--- src/hw/rtl/flr_pkg.sv ---
// Shared types, codes and constants for the flash log record framer.
// Depends on nothing; every other file of the block imports it.
`timescale 1ns / 1ps

package flr_pkg;

	localparam int unsigned ADDR_W = 32;
	localparam int unsigned MAX_STUFFED_BYTES = 255;

	localparam logic [15:0] SYNC_WORD  = 16'hEEDD;
	localparam logic [7:0]  STUFF_BYTE = 8'hDD;
	localparam logic [7:0]  PAD_BYTE   = 8'hFF;
	localparam logic [31:0] ADDR_STEP  = 32'd2;

	// Item operation codes
	localparam logic [1:0] OP_BEGIN   = 2'd0;
	localparam logic [1:0] OP_PAYLOAD = 2'd1;
	localparam logic [1:0] OP_END     = 2'd2;

	// Result status codes
	localparam logic [1:0] ST_OK       = 2'd0;
	localparam logic [1:0] ST_BELOW    = 2'd1;
	localparam logic [1:0] ST_OVERFLOW = 2'd2;

	// Configuration register indexes
	localparam logic CFG_REGION_START = 1'b0;
	localparam logic CFG_REGION_END   = 1'b1;

	typedef struct packed {
		logic [1:0]  op;
		logic [31:0] start_address;
		logic [7:0]  record_type;
		logic [7:0]  payload_byte;
	} item_t;

	typedef struct packed {
		logic [31:0] write_address;
		logic [15:0] write_halfword;
		logic        write_valid;
		logic [31:0] consumed_bytes;
		logic [1:0]  status;
		logic        last_of_run;
	} result_t;

	// Address fold unit handshake
	typedef struct packed {
		logic        start;
		logic        ack;
		logic [31:0] address;
	} fold_req_t;

	typedef struct packed {
		logic        done;
		logic [31:0] address;
	} fold_rsp_t;

	typedef enum logic [1:0] {
		FOLD_IDLE,
		FOLD_DIV,
		FOLD_SUM,
		FOLD_DONE
	} fold_state_t;

endpackage

--- src/hw/rtl/flr_fold_unit.sv ---
// Start address fold: round up to even and fold back into the circular region.
// Uses a bit-serial restoring remainder for the modulo by the region span. Needs flr_pkg.
`timescale 1ns / 1ps

module flr_fold_unit (
	input  logic              clk,
	input  logic              arst_n,
	input  logic [31:0]       region_start,
	input  logic [31:0]       region_end,
	input  flr_pkg::fold_req_t req,
	output flr_pkg::fold_rsp_t rsp
);
	import flr_pkg::*;

	fold_state_t state_q, state_d;
	logic [31:0] rem_q, rem_d;
	logic [31:0] div_q, div_d;
	logic [31:0] span_q, span_d;
	logic [31:0] res_q, res_d;
	logic [4:0]  cnt_q, cnt_d;

	logic [31:0] rounded;
	logic [32:0] trial;

	assign rounded = req.address + {31'd0, req.address[0]};
	assign trial   = {rem_q, div_q[31]} - {1'b0, span_q};

	// Next state: simple folds finish at once, the modulo takes one bit a cycle
	always_comb begin
		state_d = state_q;
		rem_d   = rem_q;
		div_d   = div_q;
		span_d  = span_q;
		res_d   = res_q;
		cnt_d   = cnt_q;
		case (state_q)
			FOLD_IDLE: begin
				if (req.start) begin
					if (rounded <= region_end) begin
						res_d   = rounded;
						state_d = FOLD_DONE;
					end else if (region_end <= region_start) begin
						res_d   = rounded - region_end + region_start;
						state_d = FOLD_DONE;
					end else begin
						rem_d   = '0;
						div_d   = rounded - region_end - 32'd1;
						span_d  = region_end - region_start;
						cnt_d   = 5'd31;
						state_d = FOLD_DIV;
					end
				end
			end
			FOLD_DIV: begin
				if (!trial[32]) begin
					rem_d = trial[31:0];
				end else begin
					rem_d = {rem_q[30:0], div_q[31]};
				end
				div_d = {div_q[30:0], 1'b0};
				cnt_d = cnt_q - 5'd1;
				if (cnt_q == 5'd0) begin
					state_d = FOLD_SUM;
				end
			end
			FOLD_SUM: begin
				res_d   = region_start + 32'd1 + rem_q;
				state_d = FOLD_DONE;
			end
			FOLD_DONE: begin
				if (req.ack) begin
					state_d = FOLD_IDLE;
				end
			end
			default: begin
				state_d = FOLD_IDLE;
			end
		endcase
	end

	always_ff @(posedge clk or negedge arst_n) begin
		if (!arst_n) begin
			state_q <= FOLD_IDLE;
			cnt_q   <= '0;
		end else begin
			state_q <= state_d;
			cnt_q   <= cnt_d;
		end
	end

	// Datapath holds no reset
	always_ff @(posedge clk) begin
		rem_q  <= rem_d;
		div_q  <= div_d;
		span_q <= span_d;
		res_q  <= res_d;
	end

	assign rsp.done    = (state_q == FOLD_DONE);
	assign rsp.address = res_q;

	fold_start_idle: assert property (@(posedge clk) disable iff (!arst_n)
		req.start |-> state_q == FOLD_IDLE)
		else $error("fold started while busy");

	fold_ack_done: assert property (@(posedge clk) disable iff (!arst_n)
		req.ack |-> state_q == FOLD_DONE)
		else $error("fold acknowledged before done");

	fold_div_to_sum: assert property (@(posedge clk) disable iff (!arst_n)
		state_q == FOLD_DIV && cnt_q == 5'd0 |=> state_q == FOLD_SUM)
		else $error("fold remainder did not finish after 32 steps");

endmodule

--- src/hw/rtl/flr_out_queue.sv ---
// Two-entry result queue between the framing logic and the result channel.
// Parts the two sides so the framer keeps going while a result waits. Needs flr_pkg.
`timescale 1ns / 1ps

module flr_out_queue (
	input  logic             clk,
	input  logic             arst_n,
	input  logic             push,
	input  flr_pkg::result_t push_item,
	output logic             space,
	output logic             valid,
	input  logic             ready,
	output flr_pkg::result_t item
);
	import flr_pkg::*;

	result_t    entry_q [2];
	logic       wr_ptr_q;
	logic       rd_ptr_q;
	logic [1:0] count_q;
	logic       pop;

	assign space = (count_q != 2'd2);
	assign valid = (count_q != 2'd0);
	assign pop   = valid && ready;
	assign item  = entry_q[rd_ptr_q];

	// Advance pointers and count
	always_ff @(posedge clk or negedge arst_n) begin
		if (!arst_n) begin
			wr_ptr_q <= 1'b0;
			rd_ptr_q <= 1'b0;
			count_q  <= 2'd0;
		end else begin
			if (push) begin
				wr_ptr_q <= ~wr_ptr_q;
			end
			if (pop) begin
				rd_ptr_q <= ~rd_ptr_q;
			end
			count_q <= count_q + {1'b0, push} - {1'b0, pop};
		end
	end

	always_ff @(posedge clk) begin
		if (push) begin
			entry_q[wr_ptr_q] <= push_item;
		end
	end

	queue_no_overrun: assert property (@(posedge clk) disable iff (!arst_n)
		push |-> space)
		else $error("result pushed into a full queue");

	queue_count_range: assert property (@(posedge clk) disable iff (!arst_n)
		count_q != 2'd3)
		else $error("result queue count out of range");

	queue_count_move: assert property (@(posedge clk) disable iff (!arst_n)
		push && !pop |=> count_q == $past(count_q) + 2'd1)
		else $error("result queue count did not follow a push");

endmodule

--- src/hw/rtl/flash_log_record_framer.sv ---
// Frames log records into halfword flash writes for a circular region (top level).
// Needs flr_pkg, flr_fold_unit and flr_out_queue.
//
// Usage:
//   item channel   : item_valid/item_ready, one item_t beat per begin, payload
//                    byte or end of record.
//   result channel : result_valid/result_ready, one result_t beat per flash write
//                    or status report; last_of_run marks the final beat of an item.
//   cfg channel    : cfg_valid/cfg_ready (always ready), cfg_index selects
//                    region_start or region_end, cfg_data is the value.
// Flow: an accepted item is registered and framed from the input register;
// its result then waits in the result queue for the result channel.
// Throughput: payload bytes go at one per cycle while the queue has space.
// An end item writes an odd tail byte with padding before its header. A
// begin item starts the fold unit and waits for its result, unless its start
// lies below region_start; past region_end of a proper region the fold unit
// works out the remainder by the span one bit per cycle.
// Reset clears the region to 0..65535 and closes any open record.
// When the receiver stalls, results wait in a two-entry queue; once it is full
// the framer holds any item that needs a result and item_ready drops.
`timescale 1ns / 1ps

module flash_log_record_framer (
	input  logic             clk,
	input  logic             arst_n,
	input  logic             item_valid,
	output logic             item_ready,
	input  flr_pkg::item_t   item,
	output logic             result_valid,
	input  logic             result_ready,
	output flr_pkg::result_t result,
	input  logic             cfg_valid,
	output logic             cfg_ready,
	input  logic             cfg_index,
	input  logic [31:0]      cfg_data
);
	import flr_pkg::*;

	function automatic logic [31:0] step_addr(input logic [31:0] a,
		input logic [31:0] rs, input logic [31:0] re);
		logic [31:0] n;
		n = a + ADDR_STEP;
		if (n > re) begin
			n = n - re + rs;
		end
		return n;
	endfunction

	// Configuration
	logic [31:0] region_start_q;
	logic [31:0] region_end_q;

	// Input register
	logic  valid_s1;
	item_t item_s1;

	// Record state
	logic        record_open_q, record_open_d;
	logic        record_failed_q, record_failed_d;
	logic [31:0] original_address_q, original_address_d;
	logic [31:0] header_address_q, header_address_d;
	logic [31:0] last_write_address_q, last_write_address_d;
	logic [7:0]  stuffed_count_q, stuffed_count_d;
	logic [7:0]  held_byte_q, held_byte_d;
	logic        held_valid_q, held_valid_d;
	logic [7:0]  type_latch_q, type_latch_d;
	logic        overflow_seen_q, overflow_seen_d;
	logic        begun_q, begun_d;

	fold_req_t fold_req;
	fold_rsp_t fold_rsp;

	logic    push;
	result_t push_item;
	logic    space;
	logic    retire;

	logic        is_stuff;
	logic [8:0]  stuffed_sum;
	logic [31:0] next_write;
	logic [31:0] fold_header;

	assign cfg_ready  = 1'b1;
	assign item_ready = !valid_s1 || retire;

	// Write configuration registers
	always_ff @(posedge clk or negedge arst_n) begin
		if (!arst_n) begin
			region_start_q <= 32'd0;
			region_end_q   <= 32'd65535;
		end else if (cfg_valid && cfg_ready) begin
			case (cfg_index)
				CFG_REGION_START: region_start_q <= cfg_data;
				CFG_REGION_END:   region_end_q   <= cfg_data;
				default: ;
			endcase
		end
	end

	// Hold the accepted beat until it retires
	always_ff @(posedge clk or negedge arst_n) begin
		if (!arst_n) begin
			valid_s1 <= 1'b0;
		end else if (item_ready) begin
			valid_s1 <= item_valid;
		end
	end

	always_ff @(posedge clk) begin
		if (item_ready && item_valid) begin
			item_s1 <= item;
		end
	end

	assign is_stuff    = (item_s1.payload_byte == STUFF_BYTE);
	assign stuffed_sum = {1'b0, stuffed_count_q} + (is_stuff ? 9'd2 : 9'd1);
	assign next_write  = step_addr(last_write_address_q, region_start_q, region_end_q);
	assign fold_header = step_addr(fold_rsp.address, region_start_q, region_end_q);

	// Frame the held item against the record state
	always_comb begin
		push                 = 1'b0;
		push_item            = '0;
		retire               = 1'b0;
		fold_req             = '0;
		fold_req.address     = item_s1.start_address;
		record_open_d        = record_open_q;
		record_failed_d      = record_failed_q;
		original_address_d   = original_address_q;
		header_address_d     = header_address_q;
		last_write_address_d = last_write_address_q;
		stuffed_count_d      = stuffed_count_q;
		held_byte_d          = held_byte_q;
		held_valid_d         = held_valid_q;
		type_latch_d         = type_latch_q;
		overflow_seen_d      = overflow_seen_q;
		begun_d              = begun_q;

		if (valid_s1) begin
			case (item_s1.op)
				OP_BEGIN: begin
					if (item_s1.start_address < region_start_q) begin
						if (space) begin
							push                = 1'b1;
							push_item.status    = ST_BELOW;
							push_item.last_of_run = 1'b1;
							retire              = 1'b1;
							record_failed_d     = 1'b1;
							header_address_d    = '0;
							last_write_address_d = '0;
						end
					end else if (!begun_q) begin
						fold_req.start = 1'b1;
						begun_d        = 1'b1;
					end else if (fold_rsp.done && space) begin
						fold_req.ack             = 1'b1;
						push                     = 1'b1;
						push_item.write_address  = fold_rsp.address;
						push_item.write_halfword = SYNC_WORD;
						push_item.write_valid    = 1'b1;
						push_item.last_of_run    = 1'b1;
						retire                   = 1'b1;
						begun_d                  = 1'b0;
						record_failed_d          = 1'b0;
						header_address_d         = fold_header;
						last_write_address_d     = fold_header;
					end
					if (retire) begin
						record_open_d      = 1'b1;
						original_address_d = item_s1.start_address;
						type_latch_d       = item_s1.record_type;
						stuffed_count_d    = '0;
						held_byte_d        = '0;
						held_valid_d       = 1'b0;
						overflow_seen_d    = 1'b0;
					end
				end
				OP_PAYLOAD: begin
					if (!record_open_q || record_failed_q) begin
						retire = 1'b1;
					end else if (stuffed_sum > 9'(MAX_STUFFED_BYTES)) begin
						// Drop the whole byte
						retire          = 1'b1;
						overflow_seen_d = 1'b1;
					end else if (!is_stuff && !held_valid_q) begin
						retire          = 1'b1;
						stuffed_count_d = stuffed_sum[7:0];
						held_byte_d     = item_s1.payload_byte;
						held_valid_d    = 1'b1;
					end else if (space) begin
						retire                   = 1'b1;
						push                     = 1'b1;
						stuffed_count_d          = stuffed_sum[7:0];
						last_write_address_d     = next_write;
						push_item.write_address  = next_write;
						push_item.write_valid    = 1'b1;
						push_item.last_of_run    = 1'b1;
						if (!is_stuff) begin
							push_item.write_halfword = {item_s1.payload_byte, held_byte_q};
							held_valid_d             = 1'b0;
						end else if (held_valid_q) begin
							// Held byte pairs with the first copy, the second is held
							push_item.write_halfword = {STUFF_BYTE, held_byte_q};
							held_byte_d              = STUFF_BYTE;
						end else begin
							push_item.write_halfword = {STUFF_BYTE, STUFF_BYTE};
						end
					end
				end
				OP_END: begin
					if (!record_open_q) begin
						retire = 1'b1;
					end else if (space) begin
						push = 1'b1;
						if (record_failed_q) begin
							push_item.status      = ST_BELOW;
							push_item.last_of_run = 1'b1;
							retire                = 1'b1;
							record_open_d         = 1'b0;
							record_failed_d       = 1'b0;
						end else if (held_valid_q) begin
							// Pad the odd tail; the header beat follows once the queue has space
							push_item.write_address  = next_write;
							push_item.write_halfword = {PAD_BYTE, held_byte_q};
							push_item.write_valid    = 1'b1;
							last_write_address_d     = next_write;
							held_valid_d             = 1'b0;
						end else begin
							push_item.write_address  = header_address_q;
							push_item.write_halfword = {stuffed_count_q, type_latch_q};
							push_item.write_valid    = 1'b1;
							push_item.consumed_bytes = last_write_address_q
								- original_address_q + ADDR_STEP;
							push_item.status         = overflow_seen_q ? ST_OVERFLOW : ST_OK;
							push_item.last_of_run    = 1'b1;
							retire                   = 1'b1;
							record_open_d            = 1'b0;
							held_byte_d              = '0;
							stuffed_count_d          = '0;
							overflow_seen_d          = 1'b0;
						end
					end
				end
				default: begin
					retire = 1'b1;
				end
			endcase
		end
	end

	always_ff @(posedge clk or negedge arst_n) begin
		if (!arst_n) begin
			record_open_q        <= 1'b0;
			record_failed_q      <= 1'b0;
			original_address_q   <= '0;
			header_address_q     <= '0;
			last_write_address_q <= '0;
			stuffed_count_q      <= '0;
			held_byte_q          <= '0;
			held_valid_q         <= 1'b0;
			type_latch_q         <= '0;
			overflow_seen_q      <= 1'b0;
			begun_q              <= 1'b0;
		end else begin
			record_open_q        <= record_open_d;
			record_failed_q      <= record_failed_d;
			original_address_q   <= original_address_d;
			header_address_q     <= header_address_d;
			last_write_address_q <= last_write_address_d;
			stuffed_count_q      <= stuffed_count_d;
			held_byte_q          <= held_byte_d;
			held_valid_q         <= held_valid_d;
			type_latch_q         <= type_latch_d;
			overflow_seen_q      <= overflow_seen_d;
			begun_q              <= begun_d;
		end
	end

	flr_fold_unit u_fold (
		.clk          (clk),
		.arst_n       (arst_n),
		.region_start (region_start_q),
		.region_end   (region_end_q),
		.req          (fold_req),
		.rsp          (fold_rsp)
	);

	flr_out_queue u_queue (
		.clk       (clk),
		.arst_n    (arst_n),
		.push      (push),
		.push_item (push_item),
		.space     (space),
		.valid     (result_valid),
		.ready     (result_ready),
		.item      (result)
	);

	failed_implies_open: assert property (@(posedge clk) disable iff (!arst_n)
		record_failed_q |-> record_open_q)
		else $error("failed record is not open");

	failed_holds_nothing: assert property (@(posedge clk) disable iff (!arst_n)
		record_failed_q |-> !held_valid_q)
		else $error("failed record holds a payload byte");

	count_in_range: assert property (@(posedge clk) disable iff (!arst_n)
		{1'b0, stuffed_count_q} <= 9'(MAX_STUFFED_BYTES))
		else $error("stuffed length beyond limit");

	nowrite_is_error: assert property (@(posedge clk) disable iff (!arst_n)
		push && !push_item.write_valid |-> push_item.status == ST_BELOW)
		else $error("result without write that is not a start error");

	pad_then_header: assert property (@(posedge clk) disable iff (!arst_n)
		push && !push_item.last_of_run |=> valid_s1 && item_s1.op == OP_END)
		else $error("padding write not followed by its header");

endmodule

--- config.mk ---
export PLATFORM = sky130hd
export DESIGN_NAME = flash_log_record_framer
export DESIGN_NICKNAME = d
export VERILOG_FILES = /design/src/hw/rtl/flr_pkg.sv /design/src/hw/rtl/flr_fold_unit.sv /design/src/hw/rtl/flr_out_queue.sv /design/src/hw/rtl/flash_log_record_framer.sv
export SDC_FILE = /design/constraint.sdc
export NUM_CORES = 2
export LEC_CHECK = 0
export ABC_CLOCK_PERIOD_IN_PS = 9700
export BUFFER_PORTS_ARGS = -buffer_cell sky130_fd_sc_hd__buf_2
export CORE_MARGIN = 1.5
export CORE_UTILIZATION = 64
export DETAILED_ROUTE_END_ITERATION = 8
export PLACE_DENSITY = 0.82
export SYNTH_ARGS = -nofsm -noshare
export SYNTH_HDL_FRONTEND = slang
export SYNTH_SLANG_ARGS = --single-unit
--- constraint.sdc ---
create_clock -name clk -period 9.7 [get_ports clk]
set_input_delay 0 -clock clk [delete_from_list [all_inputs] [get_ports clk]]
set_output_delay 0 -clock clk [all_outputs]
set_load 0.02 [all_outputs]
==> out/results.ini <==
[drt]
wl_per_cell_um=22.7
wl_met1_um=51700
drcViolationCount=0
via_per_inst=6.54
dr_wl_met2_um=56000
drt-total-wl_um=126000
first_pass_iters=7
drtIter0Drc=4219
top_layer=met4
met3_length_um=12600
vias=36299
antenna_left=0

[synth]
synthMuxAreaShare=0.0479
synth.avg_cell_area_sq_um=9.51
syn_area_sq_um=42300
synth_top_family_by_area=compound AO/OA/AOI/OAI gates
synth_area_leaders=edfxtp_1 (25%), ha_1 (12%), dfrtp_1 (11%)
synth_top_area_cell=edfxtp_1
yosys.area_share.adder=0.151
synth_warnings=0
synth-compound-area-share=0.190
yosysUniqueCellTypes=92
synth_top_area_frac=0.246
postSynthCellCount=4444
ys.flop_type=edfxtp_1
synth_edf_count=346
netlist_top_cells_count=ha_1 (399), nand2_1 (395), edfxtp_1 (346)
syn_nets=5000
seq_area_frac_synth=0.365
synthSimpleGateAreaFrac=0.141
synth_xor_area_frac=0.0676
yosysMostFrequentCell=ha_1
synthArstFlopShare=0.367
yosys_register_bits=547

[timing]
hold_violations=0
final-max-slew-violation-count=0
max_slew_margin=0.213
tightest_slew_ps=1150
setup_viol=0
finalSetupTns_ps=0
period_share=0.753
hold_slack_ps=45.3
finalCriticalPeriod_ps=7300
timing.fmax_mhz=137
setup_ws_ps=2400
rsz0062_at_grt=no
skew_ps=18.5

[cells_and_area]
nets=5191
syn2layout_area_growth_pct=10.8
drive_above_1_share=0.108
diodes=0
stdcell_area_sq_um=46800

[floorplanning]
row_count=94
chipHeight_um=260
fp.dieW_um=260
core_area_sq_um=65500
pin_count=175
start_util=0.645
dieArea_sq_um=67600

[critical_path]
slowest_delay_ps=820
reg2reg_from=fold_req[5]$_DFFE_PP_
cp.required_ps=9980
slowest_stage=o21a_1
reg2reg_slack_ps=2400
arrival_ps=7580
r2r_cells=18
endpoint_kind=flop
path_cells=nand3_1, or3_1, nor2_1, and3_1, nand2_1, nor2_1, nand3_1, xnor2_1, ha_1, and4_1, and2_1, nand4_1, o21ai_0, o21a_1, o2111ai_1, o21a_1, inv_2, buf_4
setup.worst_path.class=reg -> reg
cp_max_fo=34
start_kind=flop
rr_endpoint=u_fold.rem_q[1]$_SDFFCE_PN0P_

[flow_run]
maxCapViolations=0

[placement]
dp_slack_ps=2570
dp_hpwl_um=95300
placed_cell_area_sq_um=44000
gp_congestion=1.03
numPortBuffers=173

[global_routing]
grt_max_degree=73
grt.overflow.total=0
grt_pass1_wl_um=194000
grt_pass1_vias=34685
gr-usage-all-layers=0.369
antenna_found_initial=0

[pwr]
p_leak_nw=20.0
power_w=0.0161
pwr_density_cell_nw_per_um2=344
ir_drop_uv=185

[min_path]
hold_path_class=in -> reg
min_to=region_start_q[2]$_DFFE_PN0P_
min_path_cells=5
hp-start=cfg_index

[clocking]
cts.sinks=547
cts_tree=yes
cts_buffer_depth=3
insertion_delay_ps=640
clk_pin_slew_ps=60
cts-htree-levels=2
cts_resized=0
hold_buffers=87
post_cts_buffers=0
root_buffer=clkbuf_16
cts_buffers=58

[outcome]
outcome=completed

[placed cells by master (no fill, tap or decap), types with 20 or more instances in the layout]
cell           instances
nor3_1                69
edfxtp_1             346
nor2b_1               37
mux2i_1               60
a21oi_1              315
ha_1                 397
or3_1                 32
a21o_1               175
clkbuf_16             58
nand2_1              395
dfrtp_1              184
fa_1                  69
a21boi_0              20
o211ai_1              36
o31ai_1               34
o21ai_0              292
inv_1                241
xor2_1               115
nand3_1              126
nor2_1               327
mux2_2               125
xnor2_1              211
buf_2                172
nand4_1               52
dlygate4sd3_1         86
o21bai_1              28
buf_4                 37
nand2b_1              37
a211oi_1              52
a31oi_1               44
and2_1                31
and3_1                65
o21a_1                38
[critical path, delay by kind of cell, from the launching register on]
kind                     cells  cell delay [ps]
XOR/XNOR                     1              170
adder cells (fa/ha/maj)      1              410
buffers and inverters        2             1010
AND/OR/NAND/NOR             10             2500
flip-flops                   1              480
AO/OA/AOI/OAI                4             2330
[state kept, by name (all words and copies together) (netlist names), 2 cells and up]
| signal | cells |
|---|---|
| fold_req | 32 |
| header_address_q | 32 |
| held_byte_q | 8 |
| item_s1 | 18 |
| last_write_address_q | 32 |
| original_address_q | 32 |
| region_end_q | 32 |
| region_start_q | 32 |
| stuffed_count_q | 8 |
| type_latch_q | 8 |
| u_fold.cnt_q | 5 |
| u_fold.div_q | 32 |
| u_fold.rem_q | 32 |
| u_fold.res_q | 32 |
| u_fold.span_q | 32 |
| u_fold.state_q | 2 |
| u_queue.count_q | 2 |
| u_queue.entry_q | 168 |
[metal layers]
| metal | vias up | track usage |
|---|---|---|
| li1 | 16680 | - |
| met1 | 17436 | 0.511 |
| met2 | 1890 | 0.582 |
| met3 | 293 | 0.0605 |
| met4 | 0 | 0.140 |
| met5 | - | 0 |
[through the flow]
stage          instances   util
5_1_grt             5548  0.715
4_1_cts             5548  0.715
6_report            5548  0.715
2_1_floorplan       4444      -
3_3_place_gp        5352  0.671
3_5_place_dp        5352  0.671
[final cells by class]
type	count	area, sq um
Clock buffer	80	1600
Clock inverter	29	382
Fill cell	4789	18700
Inverter	245	920
Multi-Input combinational cell	3486	25400
Sequential cell	547	15400
Tap cell	864	1080
Timing Repair Buffer	297	2030
[report_power, final]
group / internal, W / switching (W) / leakage [nW] / total (W)
registers: 0.00325 / 0.000581 / 5.69 / 0.00383
clock network: 0.00137 / 0.000979 / 0.960 / 0.00235
logic: 0.00391 / 0.00602 / 13.3 / 0.00993
[cells by family after synthesis]
family,count (synthesis)
XOR/XNOR,326
multiplexers,186
other,1
adder cells (fa/ha/maj),468
flip-flops,547
AO/OA/AOI/OAI,1244
AND/OR/NAND/NOR,1261
buffers and inverters,411
[how the worst max path moves through the flow]
stage / slack [ps] / endpoint / depth (start not counted) / from
after floorplan: 1920 / u_queue.entry_q[0][0]$_DFFE_PP_ / 15 / item_s1[5]$_DFFE_PP_
after global placement: 2630 / u_fold.rem_q[3]$_SDFFCE_PN0P_ / 18 / fold_req[5]$_DFFE_PP_
after detailed placement: 2570 / u_fold.rem_q[0]$_SDFFCE_PN0P_ / 18 / fold_req[5]$_DFFE_PP_
after CTS: 2530 / u_fold.rem_q[10]$_SDFFCE_PN0P_ / 18 / fold_req[5]$_DFFE_PP_
after global routing: 2180 / u_fold.rem_q[6]$_SDFFCE_PN0P_ / 18 / fold_req[5]$_DFFE_PP_
final: 2400 / u_fold.rem_q[1]$_SDFFCE_PN0P_ / 18 / fold_req[5]$_DFFE_PP_
Note: power is estimated with default switching activity, not from simulation.
